<file path="src/hdl/kct_pkg.sv">
// Shared constants, codes and structs of the key count table.
package kct_pkg;

	localparam int ENTRIES    = 16;
	localparam int KEY_BITS   = 32;
	localparam int COUNT_BITS = 16;
	localparam int IDX_BITS   = (ENTRIES > 1) ? $clog2(ENTRIES) : 1;

	typedef logic [KEY_BITS-1:0]   key_t;
	typedef logic [COUNT_BITS-1:0] count_t;
	typedef logic [IDX_BITS-1:0]   idx_t;

	localparam count_t COUNT_TOP = '1;
	localparam idx_t   IDX_LAST  = IDX_BITS'(ENTRIES - 1);

	// Item kinds; the unused code behaves as a query.
	typedef enum logic [1:0] {
		KIND_INC   = 2'd0,
		KIND_DEC   = 2'd1,
		KIND_QUERY = 2'd2
	} kind_t;

	// Result status codes.
	typedef enum logic [1:0] {
		ST_OK     = 2'd0,
		ST_FULL   = 2'd1,
		ST_ABSENT = 2'd2
	} status_t;

	// Operating mode of the shared compare unit.
	typedef enum logic {
		MODE_MATCH = 1'b0,
		MODE_RANK  = 1'b1
	} mode_t;

	// Control from the sequencer to the compare unit.
	typedef struct packed {
		logic  step;
		mode_t mode;
		logic  first;
	} unit_ctl_t;

	// Accumulated results of the compare unit.
	typedef struct packed {
		logic   found;
		idx_t   found_idx;
		logic   free;
		idx_t   free_idx;
		logic   any;
		key_t   hi_key;
		count_t hi_cnt;
		key_t   lo_key;
		count_t lo_cnt;
	} unit_acc_t;

	// Write request into the slot table.
	typedef struct packed {
		logic   en;
		idx_t   idx;
		logic   key_en;
		key_t   key;
		count_t cnt;
	} tbl_wr_t;

endpackage

</file>
<file path="src/hdl/kct_table.sv">
// Slot table: per-slot key and count registers with one read and one write port.
module kct_table (
	input  logic             clk,
	input  logic             arst_n,
	input  kct_pkg::tbl_wr_t wr,
	input  kct_pkg::idx_t    rd_idx,
	output kct_pkg::key_t    rd_key,
	output kct_pkg::count_t  rd_cnt
);

	kct_pkg::key_t   keys_q   [kct_pkg::ENTRIES];
	kct_pkg::count_t counts_q [kct_pkg::ENTRIES];

	// Counts reset to zero, which marks every slot free.
	always_ff @(posedge clk or negedge arst_n) begin
		if (!arst_n) begin
			for (int i = 0; i < kct_pkg::ENTRIES; i++) begin
				counts_q[i] <= '0;
			end
		end else if (wr.en) begin
			counts_q[wr.idx] <= wr.cnt;
		end
	end

	// Keys are only read from occupied slots, so they need no reset.
	always_ff @(posedge clk) begin
		if (wr.en && wr.key_en) begin
			keys_q[wr.idx] <= wr.key;
		end
	end

	assign rd_key = keys_q[rd_idx];
	assign rd_cnt = counts_q[rd_idx];

endmodule

</file>
<file path="src/hdl/kct_unit.sv">
// Shared compare unit: key match and free-slot search, then min/max ranking.
module kct_unit (
	input  logic                clk,
	input  logic                arst_n,
	input  kct_pkg::unit_ctl_t  ctl,
	input  kct_pkg::idx_t       idx,
	input  kct_pkg::key_t       entry_key,
	input  kct_pkg::count_t     entry_cnt,
	input  kct_pkg::key_t       match_key,
	output kct_pkg::unit_acc_t  acc
);

	kct_pkg::unit_acc_t acc_q;
	kct_pkg::unit_acc_t prev;
	kct_pkg::unit_acc_t acc_d;
	logic               occupied;
	logic               hit;
	logic               hi_wins;
	logic               lo_wins;

	// The first entry of a pass starts from an empty accumulator.
	always_comb begin
		prev = acc_q;
		if (ctl.first) begin
			prev.found = 1'b0;
			prev.free  = 1'b0;
			prev.any   = 1'b0;
		end
	end

	assign occupied = (entry_cnt != '0);
	assign hit      = occupied && (entry_key == match_key);
	assign hi_wins  = (entry_cnt > prev.hi_cnt) ||
		((entry_cnt == prev.hi_cnt) && (entry_key > prev.hi_key));
	assign lo_wins  = (entry_cnt < prev.lo_cnt) ||
		((entry_cnt == prev.lo_cnt) && (entry_key < prev.lo_key));

	// One entry per step: the lowest matching and lowest free slot, or the ranking.
	always_comb begin
		acc_d = prev;
		if (ctl.mode == kct_pkg::MODE_MATCH) begin
			if (hit && !prev.found) begin
				acc_d.found     = 1'b1;
				acc_d.found_idx = idx;
			end
			if (!occupied && !prev.free) begin
				acc_d.free     = 1'b1;
				acc_d.free_idx = idx;
			end
		end else if (occupied) begin
			if (!prev.any) begin
				acc_d.any    = 1'b1;
				acc_d.hi_key = entry_key;
				acc_d.hi_cnt = entry_cnt;
				acc_d.lo_key = entry_key;
				acc_d.lo_cnt = entry_cnt;
			end else begin
				if (hi_wins) begin
					acc_d.hi_key = entry_key;
					acc_d.hi_cnt = entry_cnt;
				end
				if (lo_wins) begin
					acc_d.lo_key = entry_key;
					acc_d.lo_cnt = entry_cnt;
				end
			end
		end
	end

	// Accumulator register.
	always_ff @(posedge clk or negedge arst_n) begin
		if (!arst_n) begin
			acc_q <= '0;
		end else if (ctl.step) begin
			acc_q <= acc_d;
		end
	end

	assign acc = acc_q;

endmodule

</file>
<file path="src/hdl/key_count_table_min_max.sv">
// Key count table: sequencer around the slot table and the shared compare unit.
// A new item is not accepted while the block is busy.
// Start is taken again in the done cycle.
// Each item takes two passes of the single compare unit, one slot per cycle each.
// Reset (arst_n low) frees every slot and returns the sequencer to idle at once.
// The done strobe lasts one cycle and the receiver cannot stall it.
module key_count_table_min_max (
	input  logic        clk,
	input  logic        arst_n,
	input  logic        start,
	output logic        busy,
	input  logic [1:0]  kind,
	input  logic [31:0] key,
	output logic        done,
	output logic [1:0]  status,
	output logic        nonempty,
	output logic [31:0] max_key,
	output logic [31:0] min_key,
	output logic [15:0] max_count,
	output logic [15:0] min_count
);

	typedef enum logic [2:0] {
		S_IDLE,
		S_MATCH,
		S_UPDATE,
		S_RANK,
		S_DONE
	} state_t;

	state_t              state_q;
	kct_pkg::idx_t       idx_q;
	logic [1:0]          kind_q;
	kct_pkg::key_t       key_q;
	kct_pkg::status_t    status_q;
	kct_pkg::status_t    status_d;
	kct_pkg::unit_ctl_t  ctl;
	kct_pkg::unit_acc_t  acc;
	kct_pkg::tbl_wr_t    wr;
	kct_pkg::idx_t       rd_idx;
	kct_pkg::key_t       rd_key;
	kct_pkg::count_t     rd_cnt;
	logic                accept;

	assign busy   = (state_q != S_IDLE) && (state_q != S_DONE);
	assign accept = start && !busy;

	kct_table u_table (
		.clk    (clk),
		.arst_n (arst_n),
		.wr     (wr),
		.rd_idx (rd_idx),
		.rd_key (rd_key),
		.rd_cnt (rd_cnt)
	);

	kct_unit u_unit (
		.clk       (clk),
		.arst_n    (arst_n),
		.ctl       (ctl),
		.idx       (idx_q),
		.entry_key (rd_key),
		.entry_cnt (rd_cnt),
		.match_key (key_q),
		.acc       (acc)
	);

	// Step the compare unit over one slot per cycle in both passes.
	always_comb begin
		ctl.step  = (state_q == S_MATCH) || (state_q == S_RANK);
		ctl.mode  = (state_q == S_RANK) ? kct_pkg::MODE_RANK : kct_pkg::MODE_MATCH;
		ctl.first = (idx_q == '0);
		rd_idx    = (state_q == S_UPDATE) ? acc.found_idx : idx_q;
	end

	// Table update and status, decided once the match pass is over.
	always_comb begin
		wr.en     = 1'b0;
		wr.idx    = acc.found_idx;
		wr.key_en = 1'b0;
		wr.key    = key_q;
		wr.cnt    = rd_cnt;
		status_d  = kct_pkg::ST_OK;
		case (kind_q)
			kct_pkg::KIND_INC: begin
				if (acc.found) begin
					wr.en  = (rd_cnt != kct_pkg::COUNT_TOP);
					wr.cnt = rd_cnt + kct_pkg::count_t'(1);
				end else if (acc.free) begin
					wr.en     = 1'b1;
					wr.idx    = acc.free_idx;
					wr.key_en = 1'b1;
					wr.cnt    = kct_pkg::count_t'(1);
				end else begin
					status_d = kct_pkg::ST_FULL;
				end
			end
			kct_pkg::KIND_DEC: begin
				if (acc.found) begin
					wr.en  = 1'b1;
					wr.cnt = rd_cnt - kct_pkg::count_t'(1);
				end else begin
					status_d = kct_pkg::ST_ABSENT;
				end
			end
			default: begin
			end
		endcase
		if (state_q != S_UPDATE) begin
			wr.en = 1'b0;
		end
	end

	// Sequencer: state, slot index, captured item and status.
	always_ff @(posedge clk or negedge arst_n) begin
		if (!arst_n) begin
			state_q  <= S_IDLE;
			idx_q    <= '0;
			kind_q   <= kct_pkg::KIND_QUERY;
			key_q    <= '0;
			status_q <= kct_pkg::ST_OK;
		end else begin
			unique case (state_q) inside
				S_IDLE, S_DONE: begin
					if (accept) begin
						state_q <= S_MATCH;
						idx_q   <= '0;
						kind_q  <= kind;
						key_q   <= kct_pkg::key_t'(key);
					end else begin
						state_q <= S_IDLE;
					end
				end
				S_MATCH: begin
					if (idx_q == kct_pkg::IDX_LAST) begin
						state_q <= S_UPDATE;
						idx_q   <= '0;
					end else begin
						idx_q <= idx_q + kct_pkg::idx_t'(1);
					end
				end
				S_UPDATE: begin
					state_q  <= S_RANK;
					status_q <= status_d;
				end
				S_RANK: begin
					if (idx_q == kct_pkg::IDX_LAST) begin
						state_q <= S_DONE;
						idx_q   <= '0;
					end else begin
						idx_q <= idx_q + kct_pkg::idx_t'(1);
					end
				end
				default: begin
					state_q <= S_IDLE;
				end
			endcase
		end
	end

	// Result ports; an empty table reports zeros.
	assign done      = (state_q == S_DONE);
	assign status    = status_q;
	assign nonempty  = acc.any;
	assign max_key   = acc.any ? 32'(acc.hi_key) : '0;
	assign min_key   = acc.any ? 32'(acc.lo_key) : '0;
	assign max_count = acc.any ? 16'(acc.hi_cnt) : '0;
	assign min_count = acc.any ? 16'(acc.lo_cnt) : '0;

`ifndef SYNTH
	a_accept_busy: assert property (@(posedge clk) disable iff (!arst_n)
		accept |=> busy)
		else $error("accepted item did not make the block busy");

	a_done_pulse: assert property (@(posedge clk) disable iff (!arst_n)
		done |=> !done)
		else $error("done strobe lasted more than one cycle");

	a_empty_zero: assert property (@(posedge clk) disable iff (!arst_n)
		(done && !nonempty) |-> (max_count == '0 && min_count == '0 && max_key == '0))
		else $error("empty table reported nonzero results");

	a_min_le_max: assert property (@(posedge clk) disable iff (!arst_n)
		(done && nonempty) |-> (min_count <= max_count && min_count != '0))
		else $error("minimum count above maximum or zero");

	a_full_nonempty: assert property (@(posedge clk) disable iff (!arst_n)
		(done && status == kct_pkg::ST_FULL) |-> nonempty)
		else $error("full status reported with an empty table");
`endif

endmodule
</file>
<file path="config.mk">
export PLATFORM = sky130hd
export DESIGN_NAME = key_count_table_min_max
export DESIGN_NICKNAME = d
export VERILOG_FILES = /design/src/hdl/kct_pkg.sv /design/src/hdl/kct_table.sv /design/src/hdl/kct_unit.sv /design/src/hdl/key_count_table_min_max.sv
export SDC_FILE = /design/constraint.sdc
export NUM_CORES = 2
export LEC_CHECK = 0
export BUFFER_PORTS_ARGS = -buffer_cell sky130_fd_sc_hd__buf_2
export CAP_MARGIN = 20
export CORE_ASPECT_RATIO = 2
export CORE_UTILIZATION = 45
export CTS_BUF_LIST = sky130_fd_sc_hd__clkbuf_8
export DETAILED_ROUTE_END_ITERATION = 16
export GPL_ROUTABILITY_DRIVEN = 0
export PLACE_DENSITY = 0.67
export SETUP_SLACK_MARGIN = 0.15
export SYNTH_ARGS = -nofsm -noshare
export SYNTH_HDL_FRONTEND = slang
export SYNTH_SLANG_ARGS = --single-unit
</file>
<file path="constraint.sdc">
create_clock -name clk -period 14.8 [get_ports clk]
set_input_delay 2.96 -clock clk [delete_from_list [all_inputs] [get_ports clk]]
set_output_delay 2.96 -clock clk [all_outputs]
set_load 0.01 [all_outputs]
</file>
; ---- Yosys cells after proc, flatten, opt, wreduce, memory -nomap -nowiden
; Memories as Yosys holds them, arrays and structs flattened.
; Index checks and enable logic that the tools add are counted.
[word_totals]
word_cells = 139
register_bits = 406
in_bits = 37
out_inout_bits = 101
n_memories = 1
mem_bits_rw = 512
[classes]
eq_ne = 17
n_reduce_logical = 31
add_sub_neg = 3
order_cmp = 7
bitwise_logic = 3
n_mux = 47
[mem_list]
columns = memory, depth, width, rd, rd_clocked_by_memory_dff, write_ports, line_no
row1 = u_table.keys_q, 16, 32, 1, 0, 1, kct_table.sv:11  ; kct_pkg::key_t keys_q [kct_pkg::ENTRIES];
[ops]
columns = cell, count
row1 = bitwise mux 256 bit, 1
row2 = 2-to-1 mux 97 bit, 2
row3 = 2-to-1 mux 16 bit, 8
row4 = 2-to-1 mux 48 bit, 2
row5 = 2-to-1 mux 96 bit, 1
row6 = binary-select mux 16 bit (select 4 bit), 1
row7 = demux 16 bit (select 4 bit), 1
row8 = 2-to-1 mux 32 bit, 2
row9 = == test 16 bit, 2
row10 = == test 32 bit, 1
row11 = greater-than comparator 32 bit, 1
row12 = less-than comparator 32 bit, 1
row13 = case mux 16 bit (2 select lines), 1
row14 = 2-to-1 mux 5 bit, 4
row15 = "adder 16 x 1 -> 16 bit, second input constant", 1
row16 = greater-than comparator 16 bit, 1
row17 = less-than comparator 16 bit, 1
row18 = "inequality test 16 bit, second input constant", 1
row19 = nonzero test 16 bit, 1
row20 = "subtractor 16 x 1 -> 16 bit, second input constant", 1
row21 = 2-to-1 mux 1 bit, 12
row22 = 2-to-1 mux 4 bit, 3
row23 = case mux 3 bit (4 select lines), 1
row24 = "greater-or-equal comparator 5 bit, second input constant", 2
row25 = 32 further kinds, 56

; ---- Longest topological paths before layout
[depth]
word_depth = 13
mapped_depth = 31
depth_no_buf = 20

; ---- Cells and area by module
; From an unflattened synthesis, not the netlist that was laid out.
[unflattened]
hier_cells = 2517
area_unflattened_um2 = 40859.2
[by_module_without_submodules]
columns = module, n_inst, cells_each, area_per_inst_um2, seq_area_each_um2
row1 = kct_table, 1, 1509, 30655.7, 21780.9
row2 = kct_unit, 1, 621, 6847.8, 2677.6
row3 = key_count_table_min_max, 1, 387, 3355.7, 1077.3

; ---- Worst setup path after synthesis
; No wires, ideal clock.
[synth_path]
kind = flip-flop to flip-flop
from = register state_q[0]
to = register u_unit.acc_q, in the netlist u_unit.acc[56]
setup_ns = 0.128
t_required_ns = 14.672
n_path_buf = 10
setup_slack_ns = 8.890
t_arrival_ns = 5.783
path_stages_with_launch = 28
synth_period_minus_slack_ns = 5.910
path_cell_list = dfrtp_1 buf_6 or3b_1 buf_6 mux2_4 clkbuf_1 clkbuf_1 buf_1 clkbuf_1 clkbuf_1 clkbuf_1 and3_1 a31oi_1 inv_1 ha_1 a21o_1 a21o_1 a21o_1 a21o_1 a21o_1 a21oi_1 nor2_1 or3_1 o2111ai_1 a211oi_2 buf_2 buf_6 mux2_1
[synth_between]
elab_cells_between_ends = 21
cone_classes = order compare (2) / eq/ne (5) / mux (7) / bitwise (1) / reduce/logical (5) / memory (1)
[synth_rtl]
columns = item, line_no
row1 = from (decl), key_count_table_min_max.sv:31  ; state_t state_q;
row2 = from (signal assigned), key_count_table_min_max.sv:117  ; state_q <= S_IDLE;
row3 = from (signal assigned), key_count_table_min_max.sv:126  ; state_q <= S_MATCH;
row4 = from (signal assigned), key_count_table_min_max.sv:131  ; state_q <= S_IDLE;
row5 = == test 3 x 2 -> 1 bit, key_count_table_min_max.sv:73  ; rd_idx = (state_q == S_UPDATE) ? acc.found_idx : idx_q;
row6 = 2-to-1 mux 4 bit, key_count_table_min_max.sv:73
row7 = memory (16 x 32 bit), -
row8 = net rd_key[9], key_count_table_min_max.sv:41  ; kct_pkg::key_t rd_key;
row9 = greater-than comparator 32 bit, kct_unit.sv:34  ; ((entry_cnt == prev.hi_cnt) && (entry_key > prev.hi_key));
row10 = logical AND 1 bit, kct_unit.sv:34
row11 = logical OR 1 bit, kct_unit.sv:33  ; assign hi_wins = (entry_cnt > prev.hi_cnt) ||
row12 = inequality test 2 bit (no line), -
row13 = AND reduction 4 bit (no line), -
row14 = to (signal assigned), kct_unit.sv:73  ; acc_q <= '0;
row15 = to (signal assigned), kct_unit.sv:75  ; acc_q <= acc_d;
row16 = to (decl), kct_unit.sv:13  ; kct_pkg::unit_acc_t acc_q;
; The timed path passes the listed nets, and every way through them passes these cells. The select of a mux whose other input is x is not followed.
; A chain may end at the register's enable or synchronous reset.

; ---- Worst setup path in the final report
[layout_path]
from = register state_q[1]
to = register u_unit.acc_q, in the netlist u_unit.acc[28]
[layout_between]
elab_chain_len = 11
elab_cells_between_ends = 21
cone_classes = order compare (2) / eq/ne (5) / mux (7) / bitwise (1) / reduce/logical (5) / memory (1)
[layout_rtl]
columns = item
row1 = branches (longest 11 deep; another with memory (16 x 32 bit))
; Several ways; the timed one is not identified. The select of a mux whose other input is x is not followed.

==> reports/summary.txt <==
WP data required -> 15.48 ns
H-tree depth -> 4
PD cells -> 214 nW/um2
WL final -> 145000 um
Max Slew Vio Count -> 0
CP arrival -> 8.90 ns
Clock buffer count from CTS -> 132
Clock tree sinks -> 918
Vias -> 31500
Syn Area/Cell -> 12.6 um2
Hold Violations, Final -> 0
Synth Net Count -> 3772
Avg WL per Cell -> 27.7 um
Final Critical Period -> 8.22 ns
Post-synth top cells -> edfxtp_1 (512), dfrtp_1 (405), mux2_2 (385), mux2i_1 (366), nand2_1 (330)
Area taken by multi-input logic gates -> 18800 um2
Mapped Area -> 45800 um2
Die Height -> 453 um
DRT iter0 DRCs -> 2383
Setup Buffers After CTS -> 0
CP max stage delay -> 0.83 ns
Crit. End Element -> flip-flop
Core Footprint -> 101000 um2
Remaining global-route overflow -> 0
YS warnings -> 0
Worst setup SP type -> flip-flop
Yosys reg bits -> 918
Width of the die -> 228 um
Clk root buf -> clkbuf_8
Worst-skew pair later-pin latency -> 0.83 ns
Antenna violations before repair -> 4
Cell Rows -> 165
Register area share after synthesis -> 0.557
Hold Crit Class -> flip-flop to flip-flop
Status -> finished, final reports clean
CP cell instances -> nor3b_4 -> buf_4 -> buf_4 -> o21ai_4 -> buf_4 -> mux2i_1 -> a211oi_1 -> or4_1 -> ha_1 -> nand4_1 -> nor2_1 -> nand4_1 -> a2111oi_0 -> o221ai_1 -> or3_1 -> a211oi_4 -> buf_4 -> mux2_2
Post-route ant nets -> 0
Register area -> 25500 um2
Reg clk slew, reported paths -> 0.07 ns
Critical-path cell with the highest stage delay -> or4_1
CTS tree -> yes
Leakage -> 20.9 nW
CP Max Fanout -> 68
Post-synth top area cell -> edfxtp_1
Final setup viols -> 0
Pwr Total -> 0.0108 W
Nets -> 3900
Share of cells above drive strength 1 -> 0.234
Max_slew headroom -> 0.201
Worst R2R Setup Slack -> 6.58 ns
FILL cells -> 8858
Post-synth EDFFs -> 512
Hold Buf Count CTS -> 0
CP bufs+invs -> 4
Post-synth top area share -> 0.335
Post-cts resize count -> 0
DRC violations left -> 0
Clk buf depth -> 3
Maxcap violations -> 0
VDD IR-drop max -> 136 uV
Initial Utilization -> 0.454
Clock skew -> 0.0442 ns
Synth area leaders -> edfxtp_1 (34%), dfrtp_1 (22%), mux2_2 (9.5%)
DP HPWL -> 96100 um
Post-Syn Instances -> 3635
RSZ-0062 raised after global routing -> no
Delay-heaviest family, CP -> buffers and inverters
Critical path's most frequent cell -> buf_4
Die area -> 103000 um2
Port buffer count -> 137
Layout area overhead -> 10.5%
First-pass GRT wire length -> 213000 um
Post-synthesis cell type count -> 97
Via density -> 6.04
GRT Util Overall -> 0.286
Vias in the first global route -> 32300
Fin crit share -> 0.556
Sum Neg Setup Slack -> 0 ns
Kind of critical path -> flip-flop to flip-flop
I/O pin count -> 138
Top-count cell post-synth -> edfxtp_1
First drt pass iteration count -> 6
Worst slew pin tran -> 1.19 ns
Fmax -> 122 MHz
Synth Flop Type -> edfxtp_1
Pin count of the biggest net entering global routing -> 126
Asr flop ratio synth -> 0.442
## where the power goes
group	total, W	internal (W)	switching (W)
Clock	0.00199	0.000986	0.00101
Combinational	0.00535	0.00182	0.00353
Sequential	0.00349	0.00311	0.000376
Total	0.0108	0.00592	0.00491
## state kept, by name, indices dropped and copies added, names as in the netlist
name and cells:
u_table.counts_q 256, u_table.keys_q 512, state_q 3, idx_q 4, u_unit.acc 107, status 2
kind_q 2, key_q 32
## through the flow
stage          std cells  hold slack (ns)  setup WS [ns]  utilization  cell area (um2)
2_1_floorplan       3635            0.457           8.89            -            45800
3_3_place_gp        4961            0.467           6.78        0.475            48000
3_5_place_dp        4963            0.474           6.68        0.476            48000
4_1_cts             5205            0.490           6.67        0.501            50600
5_1_grt             5209            0.514           6.28        0.501            50600
6_report            5209            0.489           6.58        0.501            50600
## cells by family (layout without fill, tap and decap cells)
group	Yosys count	in the layout	share of synthesized area
flops	918	918	0.557
simple gates	854	854	0.0946
mux	781	781	0.184
compound gates	546	546	0.0867
buf+inv	379	615	0.0394
fa+ha+maj	100	100	0.0273
xor+xnor	57	57	0.0109
other cells	0	2	0
## area by class of cell
cell class,instances,area share
diodes,2,0.0000989
clock inverters,85,0.00813
clock buffers,157,0.0427
inverters,128,0.00949
well taps,1336,0.0330
repair buffers,245,0.0310
multi-input cells,2338,0.371
flip-flops and latches,918,0.505
## layout by cell type (no fill, tap or decap), drive strengths merged, types with 28 or more instances in the layout
cell,count
mux2,410
edfxtp,512
nand3,101
xnor2,36
nor2,85
mux2i,367
ha,100
nor3,44
nor2b,43
nand2,332
o21ai,81
dfrtp,405
and2,104
clkinv,30
nand4,47
a211oi,98
o211a,36
clkbuf,157
a21oi,99
buf,245
a311oi,28
inv,176
## path summary, 6_finish.rpt
| check | from | to | cells past startpoint |
|---|---|---|---|
| worst max-delay path | state_q[1] | u_unit.acc[28] | 18 |
| worst min-delay path | u_table.counts_q[238] | u_table.counts_q[238] | 1 |
| worst max register to register | state_q[1] | u_unit.acc[28] | 18 |
| worst min register to register | u_table.counts_q[238] | u_table.counts_q[238] | 1 |
| max in group asynchronous | arst_n | u_unit.acc[102] | 3 |
| min in group asynchronous | arst_n | u_unit.acc[54] | 1 |
## routing by layer
layer	track usage	vias to the layer above	wire [um]
li1	-	13800	-
met1	0.299	15900	48300
met2	0.492	1298	73500
met3	0.0461	535	8060
met4	0.250	2	14600
met5	0	-	17
Note: power is estimated with default switching activity, not from simulation.
